--- config.mk ---
export PLATFORM = sky130hd
export DESIGN_NAME = sha256_byte_stream_hasher_flat
export DESIGN_NICKNAME = d
export VERILOG_FILES = /design/src/sbh_pkg.sv /design/src/sbh_if.sv /design/src/sbh_datapath.sv /design/src/sbh_ctrl.sv /design/src/sha256_byte_stream_hasher.sv /design/src/flat_wrapper.sv
export SDC_FILE = /design/constraint.sdc
export NUM_CORES = 2
export LEC_CHECK = 0
export BUFFER_PORTS_ARGS = -buffer_cell sky130_fd_sc_hd__buf_4
export CAP_MARGIN = 20
export CORE_MARGIN = 5
export CORE_UTILIZATION = 60
export DETAILED_ROUTE_END_ITERATION = 10
export GPL_TIMING_DRIVEN = 1
export MAX_ROUTING_LAYER = met4
export PLACE_DENSITY_LB_ADDON = 0.08
export SYNTH_ARGS = -nofsm -noshare
export SYNTH_HDL_FRONTEND = slang
export SYNTH_SLANG_ARGS = --single-unit
--- constraint.sdc ---
create_clock -name clk -period 21.2 [get_ports clk]
set_input_delay 3.18 -clock clk [delete_from_list [all_inputs] [get_ports clk]]
set_output_delay 3.18 -clock clk [all_outputs]
set_load 0.01 [all_outputs]
--- src/sbh_pkg.sv ---
`timescale 1ns / 1ps
`default_nettype none
package sbh_pkg;

  localparam int BlockBytes = 64;
  localparam int Rounds     = 64;

  typedef logic [31:0] word_t;

  // Commands from the controller to the datapath.
  typedef struct packed {
    logic store_byte;  // write in_data at fill position
    logic pad_byte;    // write padding byte at fill position
    logic mark_byte;   // the padding byte is the 0x80 end marker
    logic len_byte;    // padding in the length field carries the bit length
    logic count_byte;  // add one to the byte total
    logic start_comp;  // load working registers, begin rounds
    logic round_step;  // perform one round
    logic finish_comp; // add working registers into hash
    logic clear_fill;  // fill position back to zero
    logic reset_msg;   // reinitialise for a new message
    logic shift_out;   // rotate hash words towards the output
  } sbh_cmd_t;

  typedef struct packed {
    logic [6:0] fill;      // bytes held
    logic       round_end; // current round is the last one
  } sbh_stat_t;

  function automatic word_t round_k(input logic [5:0] i);
    word_t k [64];
    k = '{
      32'h428a2f98, 32'h71374491, 32'hb5c0fbcf, 32'he9b5dba5,
      32'h3956c25b, 32'h59f111f1, 32'h923f82a4, 32'hab1c5ed5,
      32'hd807aa98, 32'h12835b01, 32'h243185be, 32'h550c7dc3,
      32'h72be5d74, 32'h80deb1fe, 32'h9bdc06a7, 32'hc19bf174,
      32'he49b69c1, 32'hefbe4786, 32'h0fc19dc6, 32'h240ca1cc,
      32'h2de92c6f, 32'h4a7484aa, 32'h5cb0a9dc, 32'h76f988da,
      32'h983e5152, 32'ha831c66d, 32'hb00327c8, 32'hbf597fc7,
      32'hc6e00bf3, 32'hd5a79147, 32'h06ca6351, 32'h14292967,
      32'h27b70a85, 32'h2e1b2138, 32'h4d2c6dfc, 32'h53380d13,
      32'h650a7354, 32'h766a0abb, 32'h81c2c92e, 32'h92722c85,
      32'ha2bfe8a1, 32'ha81a664b, 32'hc24b8b70, 32'hc76c51a3,
      32'hd192e819, 32'hd6990624, 32'hf40e3585, 32'h106aa070,
      32'h19a4c116, 32'h1e376c08, 32'h2748774c, 32'h34b0bcb5,
      32'h391c0cb3, 32'h4ed8aa4a, 32'h5b9cca4f, 32'h682e6ff3,
      32'h748f82ee, 32'h78a5636f, 32'h84c87814, 32'h8cc70208,
      32'h90befffa, 32'ha4506ceb, 32'hbef9a3f7, 32'hc67178f2};
    return k[i];
  endfunction

  function automatic word_t init_h(input logic [2:0] i);
    word_t h [8];
    h = '{32'h6a09e667, 32'hbb67ae85, 32'h3c6ef372, 32'ha54ff53a,
          32'h510e527f, 32'h9b05688c, 32'h1f83d9ab, 32'h5be0cd19};
    return h[i];
  endfunction

endpackage
`default_nettype wire

--- src/sbh_if.sv ---
`timescale 1ns / 1ps
`default_nettype none
interface sbh_in_if;
  logic       valid;
  logic       ready;
  logic [7:0] data;
  logic       has_data;
  logic       last;
  modport source (output valid, data, has_data, last, input ready);
  modport sink (input valid, data, has_data, last, output ready);
endinterface

interface sbh_out_if;
  logic        valid;
  logic        ready;
  logic [31:0] digest_word;
  logic [2:0]  word_index;
  logic        last_word;
  modport source (output valid, digest_word, word_index, last_word, input ready);
  modport sink (input valid, digest_word, word_index, last_word, output ready);
endinterface
`default_nettype wire

--- src/sbh_datapath.sv ---
`timescale 1ns / 1ps
`default_nettype none
module sbh_datapath
  import sbh_pkg::*;
(
  input  wire logic      clk,
  input  wire logic      rst_n,
  input  wire sbh_cmd_t  cmd,
  input  wire logic [7:0] byte_in,
  output sbh_stat_t      stat,
  output word_t          hash_top
);

  localparam logic [6:0] LenPos = 7'(BlockBytes - 8);

  // Message schedule kept as a 16-word window; bytes land in it directly.
  word_t      w_r [16];
  word_t      h_r [8];
  word_t      a_r [8];
  logic [6:0] fill_r;
  logic [5:0] rnd_r;
  logic [63:0] total_r;

  function automatic word_t ror(input word_t v, input int n);
    return (v >> n) | (v << (32 - n));
  endfunction

  logic [7:0] pad_val;
  logic [3:0] wi;
  logic [1:0] bi;
  word_t      t1, t2, wnew, wcur;
  logic [63:0] bits;

  always_comb begin
    bits = {total_r[60:0], 3'b000};
    wi   = fill_r[5:2];
    bi   = fill_r[1:0];
    // Padding is a zero unless it is the end marker or a byte of the length.
    pad_val = 8'h00;
    if (cmd.mark_byte)
      pad_val = 8'h80;
    else if (cmd.len_byte && fill_r >= LenPos)
      pad_val = bits[8'(63 - 8 * (fill_r - LenPos)) -: 8];
    wcur = w_r[0];
    t1 = a_r[7] + (ror(a_r[4], 6) ^ ror(a_r[4], 11) ^ ror(a_r[4], 25))
       + ((a_r[4] & a_r[5]) ^ (~a_r[4] & a_r[6])) + round_k(rnd_r) + wcur;
    t2 = (ror(a_r[0], 2) ^ ror(a_r[0], 13) ^ ror(a_r[0], 22))
       + ((a_r[0] & a_r[1]) ^ (a_r[0] & a_r[2]) ^ (a_r[1] & a_r[2]));
    wnew = (ror(w_r[14], 17) ^ ror(w_r[14], 19) ^ (w_r[14] >> 10)) + w_r[9]
         + (ror(w_r[1], 7) ^ ror(w_r[1], 18) ^ (w_r[1] >> 3)) + w_r[0];
  end

  assign stat     = {fill_r, rnd_r == 6'(Rounds - 1)};
  assign hash_top = h_r[0];

  always_ff @(posedge clk) begin
    if (!rst_n) begin
      fill_r  <= '0;
      total_r <= '0;
      rnd_r   <= '0;
      for (int i = 0; i < 8; i++) h_r[i] <= init_h(3'(i));
    end else begin
      if (cmd.store_byte || cmd.pad_byte) begin
        w_r[wi][8'(31 - 8 * bi) -: 8] <= cmd.store_byte ? byte_in : pad_val;
        fill_r <= fill_r + 7'd1;
      end
      if (cmd.count_byte) total_r <= total_r + 64'd1;
      if (cmd.clear_fill) fill_r <= '0;
      if (cmd.start_comp) begin
        for (int i = 0; i < 8; i++) a_r[i] <= h_r[i];
        rnd_r <= '0;
      end
      if (cmd.round_step) begin
        a_r[0] <= t1 + t2;
        a_r[1] <= a_r[0];
        a_r[2] <= a_r[1];
        a_r[3] <= a_r[2];
        a_r[4] <= a_r[3] + t1;
        a_r[5] <= a_r[4];
        a_r[6] <= a_r[5];
        a_r[7] <= a_r[6];
        for (int i = 0; i < 15; i++) w_r[i] <= w_r[i+1];
        w_r[15] <= wnew;
        rnd_r <= rnd_r + 6'd1;
      end
      if (cmd.finish_comp)
        for (int i = 0; i < 8; i++) h_r[i] <= h_r[i] + a_r[i];
      if (cmd.shift_out) begin
        for (int i = 0; i < 7; i++) h_r[i] <= h_r[i+1];
        h_r[7] <= h_r[0];
      end
      if (cmd.reset_msg) begin
        for (int i = 0; i < 8; i++) h_r[i] <= init_h(3'(i));
        total_r <= '0;
        fill_r  <= '0;
      end
    end
  end

endmodule
`default_nettype wire

--- src/sbh_ctrl.sv ---
`timescale 1ns / 1ps
`default_nettype none
module sbh_ctrl
  import sbh_pkg::*;
(
  input  wire logic      clk,
  input  wire logic      rst_n,
  input  wire logic      in_valid,
  input  wire logic      in_has_data,
  input  wire logic      in_last,
  output logic           in_ready,
  output logic           out_valid,
  input  wire logic      out_ready,
  output logic [2:0]     word_idx,
  input  wire sbh_stat_t stat,
  output sbh_cmd_t       cmd
);

  localparam logic [6:0] LastPos = 7'(BlockBytes - 1);
  localparam logic [6:0] LenPos  = 7'(BlockBytes - 8);

  typedef enum logic [6:0] {
    S_IDLE  = 7'b0000001,
    S_COMP  = 7'b0000010,
    S_FIN   = 7'b0000100,
    S_PAD80 = 7'b0001000,
    S_PAD   = 7'b0010000,
    S_OUT   = 7'b0100000,
    S_START = 7'b1000000
  } state_t;

  state_t     state_r, state_nxt;
  logic       fin_r, fin_nxt;       // message end pending
  logic       marker_r, marker_nxt; // end marker already written
  logic       padded_r, padded_nxt; // current block carries the length
  logic [2:0] idx_r, idx_nxt;

  assign word_idx  = idx_r;
  assign in_ready  = (state_r == S_IDLE);
  assign out_valid = (state_r == S_OUT);

  always_comb begin
    cmd = '0;
    state_nxt = state_r;
    fin_nxt = fin_r;
    marker_nxt = marker_r;
    padded_nxt = padded_r;
    idx_nxt = idx_r;
    unique case (state_r)
      S_IDLE: begin
        if (in_valid) begin
          fin_nxt = in_last;
          marker_nxt = 1'b0;
          padded_nxt = 1'b0;
          if (in_has_data) begin
            cmd.store_byte = 1'b1;
            cmd.count_byte = 1'b1;
            if (stat.fill == LastPos) state_nxt = S_START;
            else if (in_last) state_nxt = S_PAD80;
          end else if (in_last) state_nxt = S_PAD80;
        end
      end
      S_START: begin
        cmd.start_comp = 1'b1;
        cmd.clear_fill = 1'b1;
        state_nxt = S_COMP;
      end
      S_COMP: begin
        cmd.round_step = 1'b1;
        if (stat.round_end) state_nxt = S_FIN;
      end
      S_FIN: begin
        cmd.finish_comp = 1'b1;
        if (!fin_r) state_nxt = S_IDLE;
        else if (padded_r) begin
          state_nxt = S_OUT;
          idx_nxt = '0;
        end else if (marker_r) begin
          // The marker left no room for the length: a block of zeros and the length follows.
          state_nxt = S_PAD;
          padded_nxt = 1'b1;
        end else state_nxt = S_PAD80;
      end
      S_PAD80: begin
        // The length fits in this block only if the marker lands before it.
        cmd.pad_byte = 1'b1;
        cmd.mark_byte = 1'b1;
        marker_nxt = 1'b1;
        padded_nxt = (stat.fill < LenPos);
        if (stat.fill == LastPos) state_nxt = S_START;
        else state_nxt = S_PAD;
      end
      S_PAD: begin
        cmd.pad_byte = 1'b1;
        cmd.len_byte = padded_r;
        if (stat.fill == LastPos) state_nxt = S_START;
      end
      S_OUT: begin
        if (out_ready) begin
          if (idx_r == 3'd7) begin
            cmd.reset_msg = 1'b1;
            state_nxt = S_IDLE;
          end else begin
            cmd.shift_out = 1'b1;
            idx_nxt = idx_r + 3'd1;
          end
        end
      end
      default: state_nxt = S_IDLE;
    endcase
  end

  always_ff @(posedge clk) begin
    if (!rst_n) begin
      state_r <= S_IDLE;
      fin_r <= 1'b0;
      marker_r <= 1'b0;
      padded_r <= 1'b0;
      idx_r <= '0;
    end else begin
      state_r <= state_nxt;
      fin_r <= fin_nxt;
      marker_r <= marker_nxt;
      padded_r <= padded_nxt;
      idx_r <= idx_nxt;
    end
  end

endmodule
`default_nettype wire

--- src/sha256_byte_stream_hasher.sv ---
`timescale 1ns / 1ps
`default_nettype none
// SHA-256 hasher taking the message one byte word at a time.
// Input channel: data, has_data, last. A word with has_data low and last
// high closes the message without adding a byte; one with both low is
// accepted and does nothing.
// Output channel: eight digest words, most significant first, with
// word_index 0..7 and last_word set on the eighth.
// Throughput: a byte word takes one cycle while the block is idle; the
// 64th byte of a block holds the input while the single round unit runs
// 64 rounds and the hash is updated. The closing word costs the padding
// fill, one byte a cycle, plus one or two compressions, before the first
// digest word shows. Reset (synchronous, rst_n low) reloads the initial
// hash and empties the block. A stalled receiver simply holds the current
// digest word; no new input is taken until all eight have gone.
module sha256_byte_stream_hasher
  import sbh_pkg::*;
(
  input wire logic clk,
  input wire logic rst_n,
  sbh_in_if.sink   in_ch,
  sbh_out_if.source out_ch
);

  sbh_cmd_t  cmd;
  sbh_stat_t stat;
  word_t     hash_top;
  logic [2:0] idx;

  sbh_ctrl u_ctrl (
    .clk, .rst_n,
    .in_valid(in_ch.valid), .in_has_data(in_ch.has_data), .in_last(in_ch.last),
    .in_ready(in_ch.ready), .out_valid(out_ch.valid), .out_ready(out_ch.ready),
    .word_idx(idx), .stat, .cmd
  );

  sbh_datapath u_dp (
    .clk, .rst_n, .cmd, .byte_in(in_ch.data), .stat, .hash_top
  );

  assign out_ch.digest_word = hash_top;
  assign out_ch.word_index  = idx;
  assign out_ch.last_word   = (idx == 3'd7);

endmodule
`default_nettype wire

--- src/flat_wrapper.sv ---
// flat-port wrapper written by rule: the top's interface ports become plain ports
module sha256_byte_stream_hasher_flat import sbh_pkg::*;
  (clk, rst_n, in_ch_valid, in_ch_data, in_ch_has_data, in_ch_last, in_ch_ready, out_ch_valid, out_ch_digest_word, out_ch_word_index, out_ch_last_word, out_ch_ready);
  sbh_in_if in_ch_i ();
  sbh_out_if out_ch_i ();
  input wire logic clk;
  input wire logic rst_n;
  input wire logic [$bits(in_ch_i.valid)-1:0] in_ch_valid;
  input wire logic [$bits(in_ch_i.data)-1:0] in_ch_data;
  input wire logic [$bits(in_ch_i.has_data)-1:0] in_ch_has_data;
  input wire logic [$bits(in_ch_i.last)-1:0] in_ch_last;
  output wire logic [$bits(in_ch_i.ready)-1:0] in_ch_ready;
  output wire logic [$bits(out_ch_i.valid)-1:0] out_ch_valid;
  output wire logic [$bits(out_ch_i.digest_word)-1:0] out_ch_digest_word;
  output wire logic [$bits(out_ch_i.word_index)-1:0] out_ch_word_index;
  output wire logic [$bits(out_ch_i.last_word)-1:0] out_ch_last_word;
  input wire logic [$bits(out_ch_i.ready)-1:0] out_ch_ready;
  assign in_ch_i.valid = in_ch_valid;
  assign in_ch_i.data = in_ch_data;
  assign in_ch_i.has_data = in_ch_has_data;
  assign in_ch_i.last = in_ch_last;
  assign in_ch_ready = in_ch_i.ready;
  assign out_ch_valid = out_ch_i.valid;
  assign out_ch_digest_word = out_ch_i.digest_word;
  assign out_ch_word_index = out_ch_i.word_index;
  assign out_ch_last_word = out_ch_i.last_word;
  assign out_ch_i.ready = out_ch_ready;
  sha256_byte_stream_hasher u_core (.clk(clk), .rst_n(rst_n), .in_ch(in_ch_i), .out_ch(out_ch_i));
endmodule
==> summary.txt <==
Timing
  • Unrepaired setup endpoints after global routing: false
  • Max_slew headroom: 0.162
  • Clk_skew: 100 ps
  • Crit share post-route: 0.513
  • Final Hold Viols: 0
  • Setup-failing EPs final: 0
  • Final Max Tran Viols: 0
  • Worst Tran Pin Value: 1240 ps
  • Final setup TNS: 0 ps
  • Final min period: 10870 ps
  • Fmax: 0.0920 GHz

Final layout
  • Layout area overhead: 8.44%
  • Seq. cell area: 31200 um^2
  • Final nets: 8099
  • Layout cells sized above 1: 0.0736
  • Multi-input logic area: 39200 um^2
  • Layout fillers: 9873

Synthesis
  • Area of the mapped netlist: 73300 um^2
  • Post-synthesis sequential area ratio: 0.425
  • Top cells by area, synth: edfxtp_1 (37%), nand2_1 (6.9%), ha_1 (6.8%)
  • Share of the synthesized area in the top cell type: 0.367
  • Synth Warn #: 0
  • FF+latch count, synth: 1111
  • Synth area leader: edfxtp_1
  • Synthesized instance count: 7612
  • Post-synth cell types: 91
  • Avg Cell Area, Syn: 9.64 um^2
  • Post-synth top flop: edfxtp_1
  • Ys async rst share: 0
  • Most frequent cell after synthesis: nand2_1
  • Syn Nets: 8219
  • EDFF count, synth: 896
  • Top post-synthesis cells by count: nand2_1 (1358), edfxtp_1 (896), o21ai_0 (521), nor2_1 (470), a21oi_1 (464)

Placement
  • Final Wtd Congestion: 1.01
  • Detail Placement HPWL: 186 mm
  • I/O Buffers: 51

CTS
  • Hold_buf cts: 0
  • Clk root buf: clkbuf_16
  • CTS Buffer Depth: 3
  • Skew-Pair Late Insertion Delay: 810 ps
  • # Post-CTS Setup Buffers: 0
  • CTS buffer count: 119
  • Post-cts resize count: 0
  • CTS tree: yes
  • Worst-path clk slew: 70 ps
  • H-tree levels: 3
  • Clock Sink Count: 1111

Hold path
  • Worst Hold Depth: 1
  • Hold Crit Class: reg2reg
  • Hold_sp: u_core.u_dp.w_r[15][22]$_DFFE_PP_
  • WHS Endpoint: u_core.u_dp.w_r[14][22]$_DFFE_PP_

Critical path
  • Worst-path fanout max: 24
  • Worst setup SP type: register
  • Worst r2r dst: u_core.u_dp.a_r[0][31]$_DFFE_PP_
  • Worst R2R Start: u_core.u_dp.rnd_r[1]$_SDFFE_PN0P_
  • CP endpoint kind: register
  • CP required: 21660 ps
  • Crit-path slowest cell: ha_1
  • Reg-to-reg slack, setup: 10330 ps
  • Worst path arrival time: 11340 ps
  • CP Class: reg2reg
  • Crit-path max cell delay: 930 ps
  • Reg2reg path depth: 37
  • Cell mode on critical path: fa_1

Drt
  • Routed wire length: 255 mm
  • Drt initial violations: 6782
  • Post-DRT Antenna Nets: 0
  • Wire per inst: 27.7 um
  • # DRC: 0
  • Vias: 60.1k
  • Vias per std cell: 6.50
  • Drt first pass iters: 9

Power and ir drop
  • Pwr dens: 63.4 nW/um^2
  • Max VDD drop: 0.0986 mV
  • Overall Power: 5.04 mW
  • P_leak: 33.5 nW

Global route
  • Global route total overflow: 0
  • Most crowded layer after global routing: met2
  • Met3 capacity usage during global routing: 0.0759
  • Largest net degree at the start of global routing: 214
  • Total Routing Usage GR: 0.393
  • Initial antenna violation count: 9
  • First-pass GRT wire length: 373 mm
  • Vias in the first global route: 57.1k
  • M1 GR Usage: 0.483
  • Met2 usage: 0.602

Floorplanning
  • # rows: 128
  • Starting density of the core: 0.603
  • Core area: 122000 um^2
  • Die width: 360 um
  • Die area: 129000 um^2
  • Die Height: 360 um
  • IO Pins: 52

Outcome
  • Outcome: complete, no violations

Flow run
  • Max-cap violation count: 0
how the worst max path moves through the flow:
stage                                                  from                          endpoint  slack, ps  cells past startpoint
after floorplan                                       rst_n   u_core.u_dp.a_r[0][0]$_DFFE_PP_       4930                      5
after global placement    u_core.u_dp.rnd_r[1]$_SDFFE_PN0P_  u_core.u_dp.a_r[0][31]$_DFFE_PP_      10690                     37
after detailed placement  u_core.u_dp.rnd_r[1]$_SDFFE_PN0P_  u_core.u_dp.a_r[0][31]$_DFFE_PP_      10550                     37
after CTS                 u_core.u_dp.rnd_r[1]$_SDFFE_PN0P_  u_core.u_dp.a_r[0][31]$_DFFE_PP_      10510                     37
after global routing      u_core.u_dp.rnd_r[1]$_SDFFE_PN0P_  u_core.u_dp.a_r[0][31]$_DFFE_PP_       9740                     37
final                     u_core.u_dp.rnd_r[1]$_SDFFE_PN0P_  u_core.u_dp.a_r[0][31]$_DFFE_PP_      10330                     37
per-layer routing:
layer	wire length, um	vias up
met4	19900	0
met5	0	-
met3	24200	807
met1	95700	29300
met2	115000	3164
li1	-	26800
through the flow:
step	cells	area (um^2)	worst slack [ps]	util	hold slack (ps)
after global routing	9230	79500	9740	0.654	469
after floorplan	7612	73300	4930	-	450
final	9234	79500	10330	0.654	451
after CTS	9199	79400	10510	0.653	441
after global placement	8960	75000	10690	0.617	468
after detailed placement	8973	75100	10550	0.618	477
critical path, delay by kind of cell (launching register included):
family                     cells  cell delay (ps)
muxes                          1              590
and+or+nand+nor                3              560
adders and majority gates      8             3760
AOI/OAI and AO/OA             16             3600
DFF                            1              310
buffers and inverters          6             1220
xor gates and xnor gates       3              530
kinds of logic (layout without fill, tap and decap cells):
family	count (synthesis)	count (layout)	synth area share
DFF	1111	1111	0.425
buffers and inverters	758	743	0.0406
xor gates and xnor gates	640	640	0.0766
other	0	12	0
AOI/OAI and AO/OA	2028	2028	0.177
and+or+nand+nor	2348	2348	0.136
muxes	130	130	0.0224
adders and majority gates	597	597	0.122
flip-flops by register name (all words and copies together), names as in the netlist:
signal / cells
u_core.u_dp.w_r: 512
u_core.u_dp.a_r: 256
u_core.u_dp.h_r: 256
u_core.u_dp.total_r: 61
u_core.u_ctrl.state_r: 7
u_core.u_dp.fill_r: 7
u_core.u_dp.rnd_r: 6
u_core.u_ctrl.word_idx: 3
u_core.u_ctrl.fin_r: 1
u_core.u_ctrl.marker_r: 1
u_core.u_ctrl.padded_r: 1
area by class of cell:
class / count / share of cell area
multi-input combinational: 5743 / 0.493
timing repair buffer: 207 / 0.0193
clock buffer: 144 / 0.0393
antenna: 12 / 0.000378
tap: 1625 / 0.0256
sequential: 1111 / 0.392
clock inverter: 82 / 0.0149
inverter: 310 / 0.0146
cell usage in the layout, fill, tap and decap left out, types with 28 or more instances in the layout:
| cell type | n |
|---|---|
| nand2_1 | 1350 |
| edfxtp_1 | 896 |
| o21ai_0 | 521 |
| nor2_1 | 466 |
| a21oi_1 | 464 |
| a21o_1 | 428 |
| xnor2_1 | 410 |
| ha_1 | 398 |
| inv_1 | 308 |
| xor2_1 | 229 |
| dfxtp_1 | 211 |
| fa_1 | 195 |
| buf_4 | 170 |
| clkbuf_16 | 119 |
| nand3_1 | 118 |
| mux2_2 | 86 |
| nor3_1 | 82 |
| o22ai_1 | 77 |
| o21a_1 | 62 |
| a211oi_1 | 56 |
| nor2b_1 | 54 |
| and3_1 | 53 |
| nand2b_1 | 53 |
| a31oi_1 | 49 |
| o21bai_1 | 44 |
| or3_1 | 36 |
| o31ai_1 | 30 |
| nand4_1 | 29 |
| a221oi_1 | 28 |
where the power goes:
group	leakage [nW]	switching, mW	internal, mW
clock network	2.09	0.965	1.34
logic	21.8	0.223	0.135
registers	9.64	0.0222	2.35
total	33.5	1.21	3.83
Note: power is estimated with default switching activity, not from simulation.
